[config.mk]
export PLATFORM = sky130hd
export DESIGN_NAME = stack_with_search_top
export DESIGN_NICKNAME = d
export VERILOG_FILES = /design/src/rtl/sws_pkg.sv /design/src/rtl/sws_mem.sv /design/src/rtl/sws_seq.sv /design/src/rtl/stack_with_search_top.sv
export SDC_FILE = /design/constraint.sdc
export NUM_CORES = 1
export LEC_CHECK = 0
export BUFFER_PORTS_ARGS = -buffer_cell sky130_fd_sc_hd__buf_2
export CAP_MARGIN = 10
export CORE_MARGIN = 2
export CORE_UTILIZATION = 50
export CTS_CLUSTER_SIZE = 8
export DETAILED_ROUTE_END_ITERATION = 10
export GPL_TIMING_DRIVEN = 0
export PLACE_DENSITY = 0.66
export SLEW_MARGIN = 20
export SYNTH_ARGS = -nofsm -noshare
export SYNTH_HDL_FRONTEND = slang
export SYNTH_HIERARCHICAL = 1
export SYNTH_SLANG_ARGS = --single-unit
[constraint.sdc]
create_clock -name clock -period 5.5 [get_ports clock]
set_clock_uncertainty 0.2 [all_clocks]
set_input_delay 0.275 -clock clock [delete_from_list [all_inputs] [get_ports clock]]
set_output_delay 0.275 -clock clock [all_outputs]
set_load 0.01 [all_outputs]
[src/rtl/sws_pkg.sv]
// sws_pkg: shared types and codes for the stack with search block.
// Used by sws_mem, sws_seq and stack_with_search_top; depends on nothing.
package sws_pkg;

   // operation codes on req_func
   localparam logic [1:0] FN_PUSH   = 2'd0;
   localparam logic [1:0] FN_POP    = 2'd1;
   localparam logic [1:0] FN_SEARCH = 2'd2;
   localparam logic [1:0] FN_CLEAR  = 2'd3;

   // status codes on rsp_status
   localparam logic [2:0] STS_OK        = 3'd0;
   localparam logic [2:0] STS_UNDERFLOW = 3'd1;
   localparam logic [2:0] STS_OVERFLOW  = 3'd2;
   localparam logic [2:0] STS_FOUND     = 3'd3;
   localparam logic [2:0] STS_NOT_FOUND = 3'd4;

   localparam int WORD_W  = 32;
   localparam int FIELD_W = 6;   // width of fill_count and match_position
   localparam int MAX_RESULTS = 32;
   localparam int NMATCH_W = $clog2(MAX_RESULTS + 1);

   typedef enum logic [1:0] {
      ST_IDLE,
      ST_WALK,
      ST_FLUSH
   } state_type;

   typedef enum logic [1:0] {
      SRC_ZERO,
      SRC_MEM,
      SRC_KEY
   } word_src_type;

   typedef struct packed {
      logic                valid;
      logic [2:0]          status;
      logic [FIELD_W-1:0]  match_position;
      word_src_type        src;
      logic                last;
   } rsp_ctl_type;

endpackage

[src/rtl/sws_mem.sv]
// sws_mem: entry store of the stack, one write port and one registered read port.
// Uses sws_pkg for the word width.
module sws_mem #(
   parameter int STACK_DEPTH = 32,
   parameter int AW = $clog2(STACK_DEPTH)
) (
   input  logic                       clock,
   input  logic                       wr_en,
   input  logic [AW-1:0]              wr_addr,
   input  logic [sws_pkg::WORD_W-1:0] wr_data,
   input  logic                       rd_en,
   input  logic [AW-1:0]              rd_addr,
   output logic [sws_pkg::WORD_W-1:0] rd_data
);

   logic [sws_pkg::WORD_W-1:0] mem_ff [STACK_DEPTH];
   logic [sws_pkg::WORD_W-1:0] rd_data_ff;

   always_ff @(posedge clock) begin
      if (wr_en) begin
         mem_ff[wr_addr] <= wr_data;
      end
   end

   // hold the last read word until the next read
   always_ff @(posedge clock) begin
      if (rd_en) begin
         rd_data_ff <= mem_ff[rd_addr];
      end
   end

   assign rd_data = rd_data_ff;

endmodule

[src/rtl/sws_seq.sv]
// sws_seq: fill counter, operation sequencer and the shared compare used by search.
// Uses sws_pkg for codes, state and response types; drives sws_mem ports.
module sws_seq #(
   parameter int STACK_DEPTH = 32,
   parameter int AW = $clog2(STACK_DEPTH),
   parameter int CW = $clog2(STACK_DEPTH + 1)
) (
   input  logic                       clock,
   input  logic                       reset,
   input  logic                       start,
   input  logic [1:0]                 func,
   input  logic [sws_pkg::WORD_W-1:0] data_word,
   output logic                       busy,
   output logic                       wr_en,
   output logic [AW-1:0]              wr_addr,
   output logic                       rd_en,
   output logic [AW-1:0]              rd_addr,
   input  logic [sws_pkg::WORD_W-1:0] rd_data,
   output sws_pkg::rsp_ctl_type       rsp_ctl,
   output logic [sws_pkg::WORD_W-1:0] rsp_word,
   output logic [CW-1:0]              count
);

   sws_pkg::state_type             state_ff, state_in;
   logic [CW-1:0]                  count_ff, count_in;
   logic [sws_pkg::WORD_W-1:0]     key_ff, key_in;
   logic [AW-1:0]                  addr_ff, addr_in;
   logic [CW-1:0]                  pos_ff, pos_in;
   logic                           pend_valid_ff, pend_valid_in;
   logic [CW-1:0]                  pend_pos_ff, pend_pos_in;
   logic [sws_pkg::NMATCH_W-1:0]   nmatch_ff, nmatch_in;
   sws_pkg::rsp_ctl_type           rsp_ff, rsp_in;
   logic                           match;
   logic                           more;

   always_ff @(posedge clock) begin
      if (reset) begin
         state_ff      <= sws_pkg::ST_IDLE;
         count_ff      <= '0;
         pend_valid_ff <= 1'b0;
         rsp_ff        <= '0;
      end else begin
         state_ff      <= state_in;
         count_ff      <= count_in;
         pend_valid_ff <= pend_valid_in;
         rsp_ff        <= rsp_in;
      end
   end

   always_ff @(posedge clock) begin
      key_ff      <= key_in;
      addr_ff     <= addr_in;
      pos_ff      <= pos_in;
      pend_pos_ff <= pend_pos_in;
      nmatch_ff   <= nmatch_in;
   end

   // shared comparator: current entry against the search key
   assign match = (rd_data == key_ff);
   assign more  = (addr_ff != '0);

   always_comb begin
      state_in      = state_ff;
      count_in      = count_ff;
      key_in        = key_ff;
      addr_in       = addr_ff;
      pos_in        = pos_ff;
      pend_valid_in = pend_valid_ff;
      pend_pos_in   = pend_pos_ff;
      nmatch_in     = nmatch_ff;
      rsp_in        = '0;
      rsp_in.src    = sws_pkg::SRC_ZERO;
      wr_en         = 1'b0;
      wr_addr       = AW'(count_ff);
      rd_en         = 1'b0;
      rd_addr       = addr_ff - AW'(1);

      case (state_ff)
         sws_pkg::ST_IDLE: begin
            if (start) begin
               rsp_in.valid  = 1'b1;
               rsp_in.last   = 1'b1;
               rsp_in.status = sws_pkg::STS_OK;
               key_in        = data_word;
               case (func)
                  sws_pkg::FN_PUSH: begin
                     if (count_ff == CW'(STACK_DEPTH)) begin
                        rsp_in.status = sws_pkg::STS_OVERFLOW;
                     end else begin
                        wr_en    = 1'b1;
                        count_in = count_ff + CW'(1);
                     end
                  end
                  sws_pkg::FN_POP: begin
                     if (count_ff == '0) begin
                        rsp_in.status = sws_pkg::STS_UNDERFLOW;
                     end else begin
                        rd_en      = 1'b1;
                        rd_addr    = AW'(count_ff - CW'(1));
                        count_in   = count_ff - CW'(1);
                        rsp_in.src = sws_pkg::SRC_MEM;
                     end
                  end
                  sws_pkg::FN_SEARCH: begin
                     if (count_ff == '0) begin
                        rsp_in.status = sws_pkg::STS_NOT_FOUND;
                     end else begin
                        // fetch the top entry, then walk down one entry a cycle
                        rsp_in.valid  = 1'b0;
                        rd_en         = 1'b1;
                        rd_addr       = AW'(count_ff - CW'(1));
                        addr_in       = AW'(count_ff - CW'(1));
                        pos_in        = CW'(1);
                        pend_valid_in = 1'b0;
                        nmatch_in     = '0;
                        state_in      = sws_pkg::ST_WALK;
                     end
                  end
                  sws_pkg::FN_CLEAR: begin
                     count_in = '0;
                  end
                  default: begin
                     rsp_in.valid = 1'b0;
                  end
               endcase
            end
         end

         sws_pkg::ST_WALK: begin
            if (more) begin
               rd_en   = 1'b1;
               addr_in = addr_ff - AW'(1);
               pos_in  = pos_ff + CW'(1);
            end
            if (match) begin
               // hold the newest match back until we know whether it is the last
               nmatch_in     = nmatch_ff + sws_pkg::NMATCH_W'(1);
               pend_valid_in = 1'b1;
               pend_pos_in   = pos_ff;
               if (pend_valid_ff) begin
                  rsp_in.valid          = 1'b1;
                  rsp_in.status         = sws_pkg::STS_FOUND;
                  rsp_in.match_position = sws_pkg::FIELD_W'(pend_pos_ff);
                  rsp_in.src            = sws_pkg::SRC_KEY;
               end
            end
            if (!more || nmatch_in == sws_pkg::NMATCH_W'(sws_pkg::MAX_RESULTS)) begin
               state_in = sws_pkg::ST_FLUSH;
            end
         end

         sws_pkg::ST_FLUSH: begin
            rsp_in.valid = 1'b1;
            rsp_in.last  = 1'b1;
            if (pend_valid_ff) begin
               rsp_in.status         = sws_pkg::STS_FOUND;
               rsp_in.match_position = sws_pkg::FIELD_W'(pend_pos_ff);
               rsp_in.src            = sws_pkg::SRC_KEY;
            end else begin
               rsp_in.status = sws_pkg::STS_NOT_FOUND;
            end
            pend_valid_in = 1'b0;
            state_in      = sws_pkg::ST_IDLE;
         end

         default: begin
            state_in = sws_pkg::ST_IDLE;
         end
      endcase
   end

   always_comb begin
      case (rsp_ff.src)
         sws_pkg::SRC_MEM: rsp_word = rd_data;
         sws_pkg::SRC_KEY: rsp_word = key_ff;
         default:          rsp_word = '0;
      endcase
   end

   assign busy    = (state_ff != sws_pkg::ST_IDLE);
   assign rsp_ctl = rsp_ff;
   assign count   = count_ff;

endmodule

[src/rtl/stack_with_search_top.sv]
// stack_with_search_top: bounded LIFO of 32-bit words with push, pop, search and clear.
// Push, pop, clear, search of an empty stack: busy stays low, one beat per cycle, result
//   beat on rsp_* in the cycle after start is taken.
// Search: busy stays high through the walk (one compare per entry) and one flush state;
//   a found beat waits for the next match or the flush; the last shows as busy falls.
// Reset clears fill count and sequencer, not the entries; the receiver cannot stall.
module stack_with_search_top #(
   parameter int STACK_DEPTH = 32
) (
   input  logic               clock,
   input  logic               reset,
   // request channel
   input  logic               start,
   output logic               busy,
   input  logic [1:0]         req_func,
   input  logic signed [31:0] req_data_word,
   // result channel
   output logic               rsp_valid,
   output logic [2:0]         rsp_status,
   output logic [5:0]         rsp_match_position,
   output logic signed [31:0] rsp_result_word,
   output logic               rsp_is_empty,
   output logic [5:0]         rsp_fill_count,
   output logic               rsp_last
);

   localparam int AW = $clog2(STACK_DEPTH);
   localparam int CW = $clog2(STACK_DEPTH + 1);

   logic                        wr_en;
   logic [AW-1:0]               wr_addr;
   logic                        rd_en;
   logic [AW-1:0]               rd_addr;
   logic [sws_pkg::WORD_W-1:0]  rd_data;
   logic [sws_pkg::WORD_W-1:0]  rsp_word;
   logic [CW-1:0]               count;
   sws_pkg::rsp_ctl_type        rsp_ctl;

   // Sequencer: owns the fill count, decodes each beat and walks the
   // entries from the top during a search, one compare per cycle.
   sws_seq #(
      .STACK_DEPTH (STACK_DEPTH),
      .AW          (AW),
      .CW          (CW)
   ) u_seq (
      .clock     (clock),
      .reset     (reset),
      .start     (start),
      .func      (req_func),
      .data_word ($unsigned(req_data_word)),
      .busy      (busy),
      .wr_en     (wr_en),
      .wr_addr   (wr_addr),
      .rd_en     (rd_en),
      .rd_addr   (rd_addr),
      .rd_data   (rd_data),
      .rsp_ctl   (rsp_ctl),
      .rsp_word  (rsp_word),
      .count     (count)
   );

   // Entry store: pushes write at the fill level, pops and the search walk
   // read through the one registered port.
   sws_mem #(
      .STACK_DEPTH (STACK_DEPTH),
      .AW          (AW)
   ) u_mem (
      .clock   (clock),
      .wr_en   (wr_en),
      .wr_addr (wr_addr),
      .wr_data ($unsigned(req_data_word)),
      .rd_en   (rd_en),
      .rd_addr (rd_addr),
      .rd_data (rd_data)
   );

   // The fill count cannot change while a beat is shown: it moves only at
   // an accepted start, which lands on the same edge that raises the beat.
   assign rsp_valid          = rsp_ctl.valid;
   assign rsp_status         = rsp_ctl.status;
   assign rsp_match_position = rsp_ctl.match_position;
   assign rsp_last           = rsp_ctl.last;
   assign rsp_result_word    = $signed(rsp_word);
   assign rsp_is_empty       = (count == '0);
   assign rsp_fill_count     = sws_pkg::FIELD_W'(count);

endmodule
Word-level counts from Yosys, hierarchy flattened
Memory sizes are Yosys's and may differ from the RTL's. A register that Yosys moved wholly into a read port is not among the register bits.
Cells that the tools add are included.
{"block": "word_totals", "ramBits": 1024, "regBits": 77, "word_cells": 118, "inputBits": 37, "n_memories": 1, "output_inout_bits": 51}
{"block": "op_classes", "muxes": 63, "n_reduce_logical": 18, "n_eq_ne": 18, "add_sub_neg": 5}
{"name": "u_mem.mem_ff", "words": 32, "width": 32, "rd": 1, "rd_ports_with_merged_regs": 1, "write_ports": 1, "line_no": "sws_mem.sv:16", "text": "logic [sws_pkg::WORD_W-1:0] mem_ff [STACK_DEPTH];"}
{"operator": "$mux 6", "n": 11}
{"operator": "$pmux 32 s2", "n": 1}
{"operator": "$mux 5", "n": 8}
{"operator": "$pmux 6 s2", "n": 3}
{"operator": "$eq 32x32->1", "n": 1}
{"operator": "$mux 12", "n": 2}
{"operator": "$add 6x1->6 const B", "n": 3}
{"operator": "$mux 1", "n": 18}
{"operator": "$pmux 6 s3", "n": 1}
{"operator": "$reduce_and 5->1", "n": 3}
{"operator": "$eq 6x6->1 const B", "n": 2}
{"operator": "$mux 2", "n": 6}
{"operator": "$pmux 4 s3", "n": 1}
{"operator": "$ne 2x2->1 const B", "n": 5}
{"operator": "$pmux 5 s2", "n": 1}
{"operator": "$mux 3", "n": 3}
{"operator": "$pmux 3 s3", "n": 1}
{"operator": "$eq 2x2->1 const B", "n": 4}
{"operator": "$mux 8", "n": 1}
{"operator": "$reduce_and 4->1", "n": 2}
{"operator": "$eq 2x1->1 const B", "n": 3}
{"operator": "$logic_not 6->1", "n": 1}
{"operator": "$ne 2x1->1 const B", "n": 3}
{"operator": "$pmux 2 s3", "n": 1}
{"operator": "other kinds (14)", "n": 19}

Depth between registers and ports, before layout
Gate-level depths: netlist of run 1.
{"block": "logic_depth", "ltp_word": 7, "ltp_mapped": 15, "mapped_depth_nobuf": 12}

Cells and area by module
The synthesis of run 1 kept the hierarchy.
{"module": "sws_mem", "seq_area_each_um2": 31710.4, "n_inst": 1, "cells_each": 2260, "area_each_um2": 40812.9}
{"module": "sws_seq", "seq_area_each_um2": 2092.0, "n_inst": 1, "cells_each": 397, "area_each_um2": 4162.7}
{"module": "stack_with_search_top", "seq_area_each_um2": 0.0, "n_inst": 1, "cells_each": 2, "area_each_um2": 17.5}

Worst setup path before layout of run 1
Ideal clock, no wire load.
{"block": "synth_timing", "path_type": "register to register", "startpoint": "register u_seq.state_ff[1]", "endpoint": "memory u_mem/mem_ff[12][0] (netlist name), enable pin", "required_time_ns": 4.879, "slack_ns": 1.094, "synth_period_minus_slack_ns": 4.406, "stages_incl_launch_ff": 9, "path_buffers": 1, "setup_ns": 0.421, "t_arrival_ns": 3.785, "path_cell_list": "dfxtp_1 -> inv_1 -> ha_1 -> nand2_1 -> inv_1 -> and3_1 -> or3b_2 -> clkbuf_1 -> nor2_1"}
{"block": "synth_between", "elab_chain_len": 4}
{"item": "from (decl)", "line_no": "sws_seq.sv:24", "text": "sws_pkg::state_type state_ff, state_in;"}
{"item": "from (signal assigned)", "line_no": "sws_seq.sv:38", "text": "state_ff <= sws_pkg::ST_IDLE;"}
{"item": "from (signal assigned)", "line_no": "sws_seq.sv:43", "text": "state_ff <= state_in;"}
{"item": "$logic_not 2->1", "line_no": "sws_seq.sv:78", "text": "case (state_ff)"}
{"item": "$mux 1", "line_no": "sws_seq.sv:78"}
{"item": "net wr_en", "line_no": "stack_with_search_top.sv:30", "text": "logic wr_en;"}
{"item": "$mux 1", "line_no": "sws_mem.sv:20", "text": "if (wr_en) begin"}
{"item": "$mux 1 (not written as such)", "line_no": "sws_mem.sv:21", "text": "mem_ff[wr_addr] <= wr_data;"}
{"item": "to (decl)", "line_no": "sws_mem.sv:16"}
The timed path passes the listed nets, and every way through them passes these cells.

Worst setup path in the final report of run 1
{"block": "layout_timing", "startpoint": "register u_seq.count_ff[0], in the netlist u_seq/count[0]", "endpoint": "register u_mem.rd_data_ff, in the netlist u_mem/rd_data[8], read port of u_mem.mem_ff (data pin)"}
{"block": "layout_between", "elab_chain_len": 5, "elab_cells_between_ends": 10, "classes_between": "add/sub (1); mux (8); reduce/logical (1)"}
{"item": "from (decl)", "line_no": "sws_seq.sv:25", "text": "logic [CW-1:0] count_ff, count_in;"}
{"item": "from (signal assigned)", "line_no": "sws_seq.sv:44", "text": "count_ff <= count_in;"}
{"item": "$sub 6x1->6 / $logic_not 6->1 (equally long branches)"}
{"item": "$mux 5 (*)", "line_no": "sws_seq.sv:95, sws_seq.sv:105"}
{"item": "$mux 5 (*)"}
{"item": "$mux 5 (*)", "line_no": "sws_seq.sv:80", "text": "if (start) begin"}
{"item": "$mux 5 (*)", "line_no": "sws_seq.sv:78"}
{"item": "net rd_addr[0]", "line_no": "stack_with_search_top.sv:33", "text": "logic [AW-1:0] rd_addr;"}
{"item": "to (decl)", "line_no": "sws_mem.sv:17", "text": "logic [sws_pkg::WORD_W-1:0] rd_data_ff;"}
Mark *: on every way through the listed nets, which the timed path passes. The rest lies on a longest branch.
A chain may end at the register's enable or synchronous reset.

==> summary.md, run 1 <==
| Metric | Value |
|---|---|
| Status | `completed` |
| Slew Limit Fails | `0` |
| Pwr per Cell Area | `486 mW/mm²` |
| Async set-or-reset flop fraction in the synthesized netlist | `0%` |
| DR iter-0 viols | `2991` |
| Rows | `110` |
| Core area | `0.0896 mm²` |
| Worst-path cell chain | `inv_1, ha_1, and2_1, nand2b_1, nand3_1, a21oi_1, buf_4, buf_4, buf_2, mux2i_1, a22oi_1, a31oi_1, nand3_1` |
| CP max-delay cell | `a21oi_1` |
| EDFF count, synth | `1111` |
| Pre-CTS WS | `0.375 ns` |
| Total track usage | `25.4%` |
| CP Launch Type | `flop` |
| Fillers | `about 6500` |
| Max-cap violations | `0` |
| DP Area | `0.0483 mm²` |
| CTS sink cnt | `1133` |
| Synthesized area | `between 0.04 and 0.05 mm²` |
| Critical path class | `flop to flop` |
| Share of cells above drive strength 1 | `14.8%` |
| First-pass GRT wire length | `171 mm` |
| Mapped Nets | `2712` |
| Multi-input combinational cell area | `0.0105 mm²` |
| Final Cell Area | `0.0530 mm²` |
| FMAX | `186 MHz` |
| CP endpoint kind | `flop` |
| Longest Clk Path Bufs | `3` |
| Max incr delay on CP | `0.70 ns` |
| Die height | `304 µm` |
| Die Wd | `roughly 300 µm` |
| Period utilisation layout | `97.7%` |
| Die ar. | `0.0924 mm²` |
| Initial Util | `50.2%` |
| Area delta synth->final | `17.8%` |
| Vias in the first global route | `26046` |
| Hold Violations, Final | `0` |
| CTS tree | `yes` |
| Port Buffers | `86` |
| Final Setup Violations | `0` |
| Final routed DRC violation total | `0` |
| Seq. cell area | `0.0338 mm²` |
| Synth Area per Inst | `about 17 µm²` |
| Vias after detailed routing | `25763` |
| Critical path arrival | `5.57 ns` |
| Ports | `88` |
| Crit-path leading delay family | `compound AO/OA/AOI/OAI gates` |
| # nets final | `between 3000 and 4000` |
| PnR worst setup slack | `0.128 ns` |
| DR pass1 iterations | `6` |
| Setup TNS | `0 ns` |
| Post-synthesis cell type count | `50` |
| Main synth FF type | `edfxtp_1` |
| CTS Buf Count | `between 150 and 200` |
| Final Power | `25.7 mW` |
| Required @ worst endpoint | `5.69 ns` |
| Slew headroom | `24.8%` |
| Skew-Pair Late Insertion Delay | `between 0.7 and 0.8 ns` |
| Placer Congestion | `roughly 0.93` |
| Actual slew at the worst max-slew pin | `1.12 ns` |
| Clk pin slew, worst setup/hold paths | `0.05 ns` |
| Yosys warns | `6` |
| Total Wirelength | `about 120 mm` |
| H-tree depth | `4` |
| Clock Tree Root | `clkbuf_16` |
| Initial antenna violation count | `4` |
| Detailed Place HPWL | `78.0 mm` |
| Lkg Pwr | `18.4 nW` |
| Synthesized flop and latch total | `1133` |
| WHS | `around 0.25 ns` |
| Max VDD drop | `0.000335 V` |
| Post-Syn Instances | `2659` |
| Number of vias per cell | `6.14` |
| GR Overflow Total | `0` |
| Largest net degree at the start of global routing | `34` |
| Unrepaired setup endpoints after global routing | `true` |
| Sequential share of the synthesized area | `~75%` |
| DR WL/cell | `28.2 µm` |
| Min Tclk post-route | `5.37 ns` |
| Hold Crit Class | `flop to flop` |
| Buffers plus inverters on the worst setup path | `4` |
| Largest fanout on the critical path | `10` |
| Post-CTS setup buffer count | `0` |
| Post-route ant nets | `0` |
## power by group
| part | switching [mW] | leakage [nW] | internal, mW | total, mW |
|---|---|---|---|---|
| combinational | 4.71 | 6.12 | 2.30 | 7.01 |
| clock | 3.34 | 2.10 | 5.23 | 8.57 |
| sequential | 0.211 | 10.2 | 9.96 | 10.2 |
## registers in the layout, indices dropped and copies added (netlist names)
register and count:
u_mem/mem_ff 1024, u_mem/rd_data 32, u_seq/key_ff 32, u_seq/rsp_ctl 13, u_seq/count 6, u_seq/nmatch_ff 6
u_seq/pend_pos_ff 6, u_seq/pos_ff 6, u_seq/addr_ff 5, u_seq/state_ff 2, u_seq/pend_valid_ff 1
## cells in the mapped netlist, drive strengths merged, types with 8 or more instances
cell type     n  area [µm²]
ha           16         200
and2         10        62.6
a22oi       129         968
clkbuf       57         221
a22o         64         561
dfxtp        22         440
xor2         36         315
nor3         43         236
buf          91         638
nor4         11        68.8
edfxtp     1111       33400
nor2         94         360
o21ai         8        40.0
nand3       107         536
a31oi        35         219
a21oi       112         561
nand2       116         435
mux2i       519        5190
xnor2        12         105
inv          16        60.1
## stage by stage
step / util (%) / std cells
2_1_floorplan: - / 2659
3_3_place_gp: 52.3 / 3921
5_1_grt: 59.2 / 4192
4_1_cts: 59.1 / 4192
6_report: 59.2 / 4196
3_5_place_dp: 53.9 / 3968
## worst reg2reg max path, cell delays in order (launching register included)
cell and delay [ns]:
dfxtp_1 0.62, inv_1 0.17, ha_1 0.29, and2_1 0.21, nand2b_1 0.20, nand3_1 0.36, a21oi_1 0.70, buf_4 0.30
buf_4 0.27, buf_2 0.41, mux2i_1 0.24, a22oi_1 0.09, a31oi_1 0.66, nand3_1 0.31
## final timing paths
path | start | endpoint | slack, ns | cells past startpoint
max | u_seq/count[0] | u_mem/rd_data[8] | 0.13 | 13
min | u_seq/pend_pos_ff[3] | u_seq/rsp_ctl[6] | 0.25 | 1
max reg2reg | u_seq/count[0] | u_mem/rd_data[8] | 0.13 | 13
min reg2reg | u_seq/pend_pos_ff[3] | u_seq/rsp_ctl[6] | 0.25 | 1
## logic make-up after synthesis
group / share of synthesized area (%)
xor gates and xnor gates: 0.934
adders and majority gates: 0.445
DFF: 75.1
buffers and inverters: 2.04
muxes: 11.6
and+or+nand+nor: 4.35
AOI/OAI and AO/OA: 5.52
## cells in the final DEF, fill, tap and decap left out, drive strengths merged, types with 22 or more instances in the layout
master and n:
buf 224, a22oi 129, inv 23, nor3 43, mux2i 519, a21oi 112, a31oi 35, nor2 94
nand2 116, dlygate4sd3 37, a22o 64, dfxtp 22, clkbuf 233, nand3 107, xor2 36, edfxtp 1111
## routing by layer
metal | vias up | wire (µm) | GRT usage (%)
met5 | - | 31 | 0
met4 | 4 | 3850 | 9.57
met3 | 255 | 10900 | 5.73
met2 | 1306 | 56600 | 41.5
met1 | 13124 | 46900 | 33.5
li1 | 11074 | - | -
## final cells by class
class / instances / share of cell area [%]
clock inverters: 11 / 0.286
multi-input cells: 1362 / 19.8
well taps: 1176 / 2.78
inverters: 16 / 0.113
flip-flops and latches: 1133 / 63.8
clock buffers: 176 / 7.81
diodes: 4 / 0.0189
repair buffers: 170 / 3.77
plain buffers: 148 / 1.62
## repair_timing
| item | in CTS | in global routing |
|---|---|---|
| hold buffers | 37 | 0 |
| gates resized for setup | 0 | 1 |
| setup endpoints to repair | 0 | 1 |
| hold endpoints to repair | 1076 | 0 |
No activity file was read; power rests on OpenSTA's default activity.
==> inputs of run 2 (changes only) <==
--- a/config.mk
+++ b/config.mk
@@ -7,6 +7,7 @@
 export LEC_CHECK = 0
 export BUFFER_PORTS_ARGS = -buffer_cell sky130_fd_sc_hd__buf_2
 export CAP_MARGIN = 10
+export CORE_ASPECT_RATIO = 1.75
 export CORE_MARGIN = 2
 export CORE_UTILIZATION = 50
 export CTS_CLUSTER_SIZE = 8
==> summary.md, run 2 (synthesis gave the netlist of run 1 again) <==
| Metric | Value |
|---|---|
| Status | `completed (unchanged)` |
| Clock share of power | `33.3% (about the same)` |
| Largest net degree at the start of global routing | `34 (unchanged)` |
| Pint | `17.6 mW (was 17.5 mW)` |
| Critical path arrival | `5.51 ns (was 5.57 ns)` |
| PnR worst setup slack | `0.190 ns (was 0.128 ns)` |
| Worst-path cell chain | `inv_1, ha_1, and2_1, nand2b_1, nand3_1, mux2i_1, nor2b_1, buf_4, clkbuf_1, a22oi_1, a31oi_1, nand3_1 (was inv_1, ha_1, and2_1, nand2b_1, nand3_1, a21oi_1, buf_4, buf_4, buf_2, mux2i_1, a22oi_1, a31oi_1, nand3_1)` |
| Max-cap violations | `0 (unchanged)` |
| Lkg Pwr | `18.3 nW (was 18.4 nW)` |
| Reg2Reg Depth | `12 (was 13)` |
| Final Setup Violations | `0 (unchanged)` |
| Min Tclk post-route | `5.31 ns (was 5.37 ns)` |
| DR pass1 iterations | `8 (was 6)` |
| Cell mode on critical path | `nand3_1` |
| Total track usage | `26.0% (was 25.4%)` |
| First-pass GRT wire length | `173 mm (was 171 mm)` |
| Initial antenna violation count | `1 (was 4)` |
| Skew-Pair Late Insertion Delay | `0.73 ns (was 0.74 ns)` |
| DR WL/cell | `28.9 µm (was 28.2 µm)` |
| Commonest non-fill, non-tap cell in the layout | `edfxtp_1 (unchanged)` |
| Actual slew at the worst max-slew pin | `1.09 ns (was 1.12 ns)` |
| R2R setup slack | `0.19 ns (was 0.13 ns)` |
| Post-route ant nets | `0 (unchanged)` |
| CP startpoint | `u_seq/count[0] (unchanged)` |
| Post-CTS sizing | `0 (unchanged)` |
| Vias in the first global route | `26753 (was 26046)` |
| # nets final | `3032 (was 3043)` |
| Critical path class | `flop to flop (unchanged)` |
| Net Sw Power | `8.32 mW (was 8.26 mW)` |
| FMAX | `188 MHz (was 186 MHz)` |
| Slew Limit Fails | `0 (unchanged)` |
| Flop pwr share | `39.3% (was 39.5%)` |
| Hold Crit Class | `flop to flop (unchanged)` |
| Combinational cell fraction of total power | `27.4% (was 27.2%)` |
| GR Overflow Total | `0 (unchanged)` |
| Period utilisation layout | `96.5% (was 97.7%)` |
| Max incr delay on CP | `0.71 ns (was 0.70 ns)` |
| Max VDD drop | `0.000348 V (was 0.000335 V)` |
| Die height | `401 µm (was 304 µm)` |
| CP Launch Type | `flop (unchanged)` |
| Largest fanout on the critical path | `10 (unchanged)` |
| Placer Congestion | `0.889 (was 0.926)` |
| H-tree depth | `4 (unchanged)` |
| Required @ worst endpoint | `5.70 ns (was 5.69 ns)` |
| Share of cells above drive strength 1 | `14.3% (was 14.8%)` |
| CP endpoint kind | `flop (unchanged)` |
| R2r startpoint | `u_seq/count[0] (unchanged)` |
| Pre-CTS WS | `0.320 ns (was 0.375 ns)` |
| Slew headroom | `26.8% (was 24.8%)` |
| Hold Violations, Final | `0 (unchanged)` |
| Die ar. | `0.0925 mm² (was 0.0924 mm²)` |
| Longest Clk Path Bufs | `3 (unchanged)` |
| Die Wd | `231 µm (was 304 µm)` |
| Largest register FFs | `1024 (unchanged)` |
| Total Wirelength | `121 mm (was 118 mm)` |
| Setup TNS | `0 ns (unchanged)` |
| Ports | `88 (unchanged)` |
| Clock Tree Root | `clkbuf_16 (unchanged)` |
| Port Buffers | `86 (unchanged)` |
| Unrepaired setup endpoints after global routing | `false (was true)` |
| DR iter-0 viols | `2298 (was 2991)` |
| Most frequent cells in the layout | `edfxtp_1, mux2i_1, clkbuf_16 (unchanged)` |
| Core area | `0.0893 mm² (was 0.0896 mm²)` |
| Vias after detailed routing | `25643 (was 25763)` |
| Reg2reg end | `u_mem/rd_data[6] (was u_mem/rd_data[8])` |
| CTS tree | `yes (unchanged)` |
| Final Power | `25.9 mW (was 25.7 mW)` |
| Setup crit end | `u_mem/rd_data[6] (was u_mem/rd_data[8])` |
| CTS sink cnt | `1133 (unchanged)` |
| Number of vias per cell | `6.12 (was 6.14)` |
| Final routed DRC violation total | `0 (unchanged)` |
| Initial Util | `50.4% (was 50.2%)` |
| Switch share | `32.1% (about the same)` |
| Rows | `145 (was 110)` |
| Area delta synth->final | `17.0% (was 17.8%)` |
| CTS Buf Count | `159 (unchanged)` |
| CP max-delay cell | `mux2i_1 (was a21oi_1)` |
| Clk pin slew, worst setup/hold paths | `0.05 ns (about the same)` |
| Detailed Place HPWL | `80.6 mm (was 78.0 mm)` |
| Pwr per Cell Area | `492 mW/mm² (was 486 mW/mm²)` |
| Largest Register | `u_mem/mem_ff (unchanged)` |
-- run 2: changes by cell type in the layout (fill, tap and decap cells not counted), moves of 4 or more --
cell | before | now
clkbuf_1 | 66 | 77
clkbuf_16 | 163 | 167
buf_12 | 5 | 22
buf_16 | 38 | 14
-- run 2: what timing repair did --
| item | CTS | global route |
|---|---|---|
| hold endpoints to repair | 1065 | 0 |
| hold buffers | 37 | 0 |
| setup buffers | 0 | 0 |
-- run 2: routing by layer --
metal / wire [µm] / track usage [%] / vias to the layer above
met5: 11 / 0 / -
met4: 6730 / 14.5 / 2
met3: 6180 / 3.89 / 363
met2: 66900 / 48.8 / 1103
met1: 41100 / 27.4 / 13154
li1: - / - / 11021
-- run 2: worst min path at each step --
stage / from / end / slack (ns) / cells after the start
6_report: u_seq/pend_pos_ff[4] / u_seq/rsp_ctl[7] / 0.24 / 1
5_1_grt: u_seq/pend_pos_ff[3] / u_seq/rsp_ctl[6] / 0.26 / 1
4_1_cts: u_seq/pend_pos_ff[4] / u_seq/rsp_ctl[7] / 0.25 / 1
3_5_place_dp: u_seq/pend_pos_ff[4] / u_seq/rsp_ctl[7] / 0.24 / 1
3_3_place_gp: u_seq/pend_pos_ff[1] / u_seq/rsp_ctl[4] / 0.23 / 1
2_1_floorplan: req_data_word[0] / u_mem/mem_ff[0][0] / 0.17 / 0
-- run 2: critical path: cells and delay by family (launching register included) --
kind / cells / cell delay (ns)
compound gates: 2 / 0.79
fa+ha+maj: 1 / 0.30
buf+inv: 3 / 1.05
flops: 1 / 0.60
mux: 1 / 0.71
simple gates: 5 / 1.31
-- run 2: through the flow --
stage	cell area, µm²	cells	utilization [%]	hold slack, ns
finish	52700	4190	59.0	0.243
global route	52600	4189	59.0	0.262
CTS	52600	4189	59.0	0.249
detailed placement	48000	3957	53.7	0.239
global placement	46900	3921	52.5	0.228
floorplan	45000	2659	-	0.174
-- run 2: final cells by class --
cell class / instances / area, µm²
antenna: 1 / 2.50
buffer: 148 / 860
clock buffer: 189 / 4260
clock inverter: 6 / 48.8
fill: 6608 / 36600
inverter: 16 / 60.1
multi-input combinational: 1362 / 10500
sequential: 1133 / 33800
tap: 1176 / 1470
timing repair buffer: 159 / 1630
-- run 2: power by group through the flow --
stage / combinational, mW / sequential (mW) / clock, mW
after floorplan: 4.20 / 10.3 / 0
after global placement: 6.77 / 10.3 / 0
after detailed placement: 6.96 / 10.3 / 0
after CTS: 7.02 / 10.2 / 8.72
after global routing: 7.33 / 10.2 / 9.08
final: 7.09 / 10.2 / 8.62
